File: src/cbts_pkg.sv
`default_nettype none
package cbts_pkg;

    localparam int VAL_W     = 32;
    localparam int W_W       = 40;
    localparam int ND_W      = 42;
    localparam int FRAC_BITS = 30;

    localparam logic [2:0] REG_LOW  = 3'd0;
    localparam logic [2:0] REG_HIGH = 3'd1;
    localparam logic [2:0] REG_CNT  = 3'd2;
    localparam logic [2:0] REG_ZEN  = 3'd3;
    localparam logic [2:0] REG_THR  = 3'd4;

    typedef struct packed {
        logic signed [VAL_W-1:0] x;
        logic signed [VAL_W-1:0] y;
        logic signed [VAL_W-1:0] z;
        logic signed [VAL_W-1:0] u;
    } t_vtx;

endpackage
`default_nettype wire

File: src/cbts_edge.sv
`default_nettype none
module cbts_edge
    import cbts_pkg::*;
(
    input  logic                  i_clk,
    input  logic                  i_rst_n,
    input  logic                  i_start,
    input  t_vtx                  i_p,
    input  t_vtx                  i_q,
    input  logic signed [W_W-1:0] i_w,
    input  logic [3:0]            i_scale,
    output logic                  o_done,
    output t_vtx                  o_pt
);

    typedef enum logic [2:0] {
        E_IDLE, E_SCALE, E_SIGN, E_CLAMP, E_DIV, E_MUL0, E_MUL1, E_MUL2
    } t_estate;

    localparam logic signed [63:0] RND_HALF = 64'sd1 <<< (FRAC_BITS - 1);

    t_estate                 r_st;
    logic signed [ND_W-1:0]  r_num;
    logic signed [ND_W-1:0]  r_den;
    logic [ND_W-1:0]         r_rem;
    logic [FRAC_BITS:0]      r_a;
    logic [4:0]              r_cnt;
    logic [1:0]              r_k;
    logic signed [49:0]      r_prod;
    logic signed [63:0]      r_acc;
    t_vtx                    r_pt;
    logic                    r_done;

    logic signed [36:0]      pu_sc;
    logic signed [32:0]      du;
    logic signed [37:0]      den_sc;
    logic signed [ND_W-1:0]  num0;
    logic signed [31:0]      p_c;
    logic signed [31:0]      q_c;
    logic signed [32:0]      diff;
    logic signed [49:0]      prod_lo;
    logic signed [49:0]      prod_hi;
    logic [ND_W-1:0]         rem2;
    logic signed [63:0]      sum;
    logic signed [63:0]      rnd;
    logic signed [31:0]      c_new;

    assign pu_sc   = i_p.u * $signed({1'b0, i_scale});
    assign du      = {i_q.u[31], i_q.u} - {i_p.u[31], i_p.u};
    assign den_sc  = du * $signed({1'b0, i_scale});
    assign num0    = ND_W'(i_w) - ND_W'(pu_sc);

    always_comb begin
        case (r_k)
            2'd0: begin
                p_c = i_p.x;
                q_c = i_q.x;
            end
            2'd1: begin
                p_c = i_p.y;
                q_c = i_q.y;
            end
            default: begin
                p_c = i_p.z;
                q_c = i_q.z;
            end
        endcase
    end

    assign diff    = {q_c[31], q_c} - {p_c[31], p_c};
    assign prod_lo = diff * $signed({1'b0, r_a[15:0]});
    assign prod_hi = diff * $signed({1'b0, r_a[30:16]});
    assign rem2    = {r_rem[ND_W-2:0], 1'b0};
    assign sum     = r_acc + (64'(r_prod) <<< 16);
    assign rnd     = sum >>> FRAC_BITS;
    assign c_new   = p_c + rnd[31:0];

    always_ff @(posedge i_clk) begin
        if (!i_rst_n) begin
            r_st   <= E_IDLE;
            r_done <= 1'b0;
        end else begin
            r_done <= 1'b0;
            case (r_st)
                E_IDLE: begin
                    r_pt.u <= '0;
                    if (i_start) begin
                        r_st <= E_SCALE;
                    end
                end
                E_SCALE: begin
                    r_num <= num0;
                    r_den <= ND_W'(den_sc);
                    r_st  <= E_SIGN;
                end
                E_SIGN: begin
                    if (r_den < 0) begin
                        r_num <= -r_num;
                        r_den <= -r_den;
                    end
                    r_st <= E_CLAMP;
                end
                E_CLAMP: begin
                    r_a   <= '0;
                    r_k   <= 2'd0;
                    r_cnt <= '0;
                    r_rem <= r_num;
                    if (r_den == 0 || r_num < 0) begin
                        r_st <= E_MUL0;
                    end else if (r_num >= r_den) begin
                        r_a  <= (FRAC_BITS+1)'(1) << FRAC_BITS;
                        r_st <= E_MUL0;
                    end else begin
                        r_st <= E_DIV;
                    end
                end
                E_DIV: begin
                    if (rem2 >= $unsigned(r_den)) begin
                        r_rem <= rem2 - $unsigned(r_den);
                        r_a   <= {r_a[FRAC_BITS-1:0], 1'b1};
                    end else begin
                        r_rem <= rem2;
                        r_a   <= {r_a[FRAC_BITS-1:0], 1'b0};
                    end
                    r_cnt <= r_cnt + 5'd1;
                    if (r_cnt == 5'(FRAC_BITS - 1)) begin
                        r_st <= E_MUL0;
                    end
                end
                E_MUL0: begin
                    r_prod <= prod_lo;
                    r_st   <= E_MUL1;
                end
                E_MUL1: begin
                    r_acc  <= 64'(r_prod) + RND_HALF;
                    r_prod <= prod_hi;
                    r_st   <= E_MUL2;
                end
                E_MUL2: begin
                    case (r_k)
                        2'd0:    r_pt.x <= c_new;
                        2'd1:    r_pt.y <= c_new;
                        default: r_pt.z <= c_new;
                    endcase
                    if (r_k == 2'd2) begin
                        r_done <= 1'b1;
                        r_st   <= E_IDLE;
                    end else begin
                        r_k  <= r_k + 2'd1;
                        r_st <= E_MUL0;
                    end
                end
                default: r_st <= E_IDLE;
            endcase
        end
    end

    assign o_done = r_done;
    assign o_pt   = r_pt;

endmodule
`default_nettype wire
File: config.mk
export PLATFORM = sky130hd
export DESIGN_NAME = cbts_edge
export DESIGN_NICKNAME = d
export VERILOG_FILES = /design/src/cbts_pkg.sv /design/src/cbts_edge.sv
export SDC_FILE = /design/constraint.sdc
export NUM_CORES = 2
export LEC_CHECK = 0
export BUFFER_PORTS_ARGS = -buffer_cell sky130_fd_sc_hd__clkbuf_2
export CAP_MARGIN = 20
export CORE_AREA = 2 2 430 432
export CTS_CLUSTER_DIAMETER = 60
export DETAILED_ROUTE_END_ITERATION = 10
export DIE_AREA = 0 0 432 434
export SKIP_CTS_REPAIR_TIMING = 1
export SLEW_MARGIN = 20
export SYNTH_ARGS = -nofsm -noshare
export SYNTH_HDL_FRONTEND = slang
export SYNTH_SLANG_ARGS = --single-unit
File: constraint.sdc
create_clock -name i_clk -period 31.7 [get_ports i_clk]
set_clock_uncertainty 0.05 [all_clocks]
set_input_delay 0 -clock i_clk [delete_from_list [all_inputs] [get_ports i_clk]]
set_output_delay 0 -clock i_clk [all_outputs]
set_load 0.02 [all_outputs]
==> key figures <==
Global route
  – Largest net degree at the start of global routing: 80
  – First-pass GRT wire length: roughly 340 mm
  – Initial antenna violation count: 2
  – Aggregate global-route resource usage: 22.79%
  – Overflow after GRT: 0
  – Vias in the first global route: 59.93k

Placed design
  – Inst Count DP: approximately 11k
  – GPL Wtd Cong: 0.9451
  – Post-place instance area: 0.07711 mm²
  – Buffers on Ports: 399
  – Final HPWL DP: 169.2 mm

Cells and area
  – Final core occ: 43.16%
  – Synthesis-to-layout area growth: 8.333%
  – Ant. Diodes: 0
  – Post-route cell area: 0.07876 mm²
  – Share of cells above drive strength 1: 7.996%
  – Filler cells: 17.91k
  – Fin nets: 10.48k
  – Finished Layout Cells: 10.84k

Die
  – Core area: roughly 0.18 mm²
  – Row count: ~160
  – Die Y: 434 µm
  – Initial Utilization: around two fifths
  – Die X: approximately 430 µm
  – Ports: about 430
  – Die area: 0.1875 mm²

CTS
  – Clock Root Buffer: clkbuf_16
  – H-tree levels: 2
  – CTS tree: built
  – Clk buf depth: 3
  – Num CTS Buffers: 49
  – Clock Sinks: between 300 and 400
  – CTS clk-pin slew, worst paths: 0.06 ns
  – Clk Latency, worst-skew pair: 0.67 ns

STA
  – Hold Vio Cnt, Final: 5
  – Period utilization: between 30% and 40%
  – Setup-failing EPs final: 0
  – Hold slack: -0.02939 ns
  – RSZ-0062 raised after global routing: false
  – Final setup TNS: 0 ns
  – Slew HR: slightly below 30%
  – Period minus WS final: 11.81 ns
  – Final Max Slew Viols: 0
  – Slew @ Worst Pin: 1.056 ns
  – Maximum operating frequency: roughly 85 MHz

Worst setup path
  – Crit-path max cell delay: 0.81 ns
  – CP Capture Type: flop
  – Slowest CP cell: nor4_1
  – WS Path Type: flop to flop
  – CP max FO: 31
  – Worst path most repeated cell: fa_1
  – Startpoint Class: flop
  – Worst Path Arrival: 12.14 ns
  – WP data required: 32.03 ns

Yosys
  – Post-synth ARST share: 0%
  – EDFF count, synth: 344
  – Synthesized area per cell: 8.829 µm²
  – Yosys warns: 0
  – Seq/Total Area, Yosys: roughly 14%
  – Flops & latches, synth: about 350
  – Synth cell types: 96
  – Post-Syn Instances: 8234
  – Mapped cell area: 0.07270 mm²
  – Top FF cell, synth: edfxtp_1

Outcome
  – Failing checks: hold timing
  – Outcome: finished with violations

Routing
  – Drt first pass iters: 7
  – Routed vias/inst: 5.299
  – Vias: 57.43k
  – Initial DRC count: 3223
  – Routed len/inst: between 15 and 20 µm
  – Number of remaining DRC errors: 0
  – DRT Wirelength: about 210 mm
  – Antenna violation net count after detailed routing: 0

Worst hold path
  – HP Class: input port to flop

Run
  – Number of max-cap violations: 0
==> Yosys cell counts (35+ instances only) <==
cell / instances / area [µm²]
nor3_1: 73 / 365.4
o21a_1: 55 / 412.9
a21oi_1: 386 / 1932
nand2_1: 1029 / 3862
o21bai_1: 55 / 412.9
a21o_1: 229 / 1719
clkbuf_1: 326 / 1224
edfxtp_1: 344 / 10330
nand2b_1: 51 / 319.1
nand4_1: 59 / 369.1
fa_1: 1141 / 22840
nand3_1: 146 / 730.7
a22o_1: 35 / 306.5
xor2_1: 131 / 1147
nor2_1: 277 / 1040
and2_1: 460 / 2878
and3_1: 115 / 719.4
o21ai_0: 247 / 1236
ha_1: 618 / 7732
a31oi_1: 36 / 225.2
inv_1: 1547 / 5807
nor2b_1: 79 / 494.2
xnor2_1: 256 / 2242
mux2i_1: 42 / 420.4
==> worst paths after layout <==
kind,from,endpoint,slack (ns),depth (start not counted)
setup / recovery,r_k[0],r_prod[45],19.89,35
hold / removal,i_w[0],r_num[0],-0.03,5
setup reg to reg,r_k[0],r_prod[45],19.89,35
hold reg to reg,r_prod[16],r_acc[16],0.49,0
==> state kept, by name, indices dropped and copies added, names as in the netlist <==
signal  flops
o_pt       96
r_prod     50
r_den      42
r_num      42
r_rem      41
r_acc      35
r_a        31
r_cnt       5
r_st        3
r_k         2
o_done      1
==> metal layers <==
layer / track usage, % / vias to the layer above / share of wire, %
met3: 2.506 / 331 / 5.3
met1: 29.17 / 28780 / 42
li1: - / 26580 / -
met2: 40.36 / 1736 / 49
met5: 0 / - / 0.0070
met4: 6.792 / 2 / 3.1
==> per-stage QoR <==
stage / hold WS [ns] / setup WS, ns
after floorplan: 0.1761 / 21.20
after global placement: 0.3239 / 20.31
after detailed placement: 0.3356 / 20.13
after CTS: -0.3804 / 20.03
after global routing: 0.005540 / 19.42
final: -0.02939 / 19.89
==> layout by cell type (no fill, tap or decap), types with 72 or more instances in the layout <==
cell	synthesis	routed
a21o_1	229	229
a21oi_1	386	386
and2_1	460	458
and3_1	115	112
buf_4	34	93
clkbuf_2	0	399
edfxtp_1	344	344
fa_1	1141	1141
ha_1	618	616
inv_1	1547	1547
nand2_1	1029	1027
nand3_1	146	146
nor2_1	277	274
nor2b_1	79	78
nor3_1	73	72
o21ai_0	247	247
xnor2_1	256	243
xor2_1	131	120
==> area by class of cell <==
| cell class | count | area, µm² | share of cell area, % |
|---|---|---|---|
| Sequential cell | 348 | 10410 | 13.22 |
| Inverter | 1548 | 5811 | 7.378 |
| Clock inverter | 35 | 331.6 | 0.4210 |
| Timing Repair Buffer | 499 | 2765 | 3.511 |
| Tap cell | 2385 | 2984 | 3.789 |
| Clock buffer | 54 | 1245 | 1.581 |
| Multi-Input combinational cell | 5970 | 55210 | 70.10 |
==> kinds of logic (layout without fill, tap and decap cells) <==
group / after synthesis / in the layout / share of synthesized area (%)
AO/OA/AOI/OAI: 1288 / 1288 / 11.48
XOR/XNOR: 388 / 388 / 4.693
adder cells (fa/ha/maj): 1760 / 1760 / 42.07
buffers and inverters: 1947 / 2136 / 10.28
flip-flops: 348 / 348 / 14.32
multiplexers: 44 / 44 / 0.6092
other: 1 / 32 / 0.005158
AND/OR/NAND/NOR: 2458 / 2458 / 16.54
==> worst max-delay path: cells and delay by family, from the launching register on <==
family / cells / cell delay (ns)
buffers and inverters: 6 / 0.85
AOI/OAI and AO/OA: 9 / 2.59
muxes: 1 / 0.12
adders and majority gates: 10 / 4.47
xor gates and xnor gates: 2 / 0.41
DFF: 1 / 0.43
and+or+nand+nor: 7 / 2.49
Power is left out: the tool's default activity adds up to more than one toggle a clock period on the data nets, which glitch-free logic cannot reach.
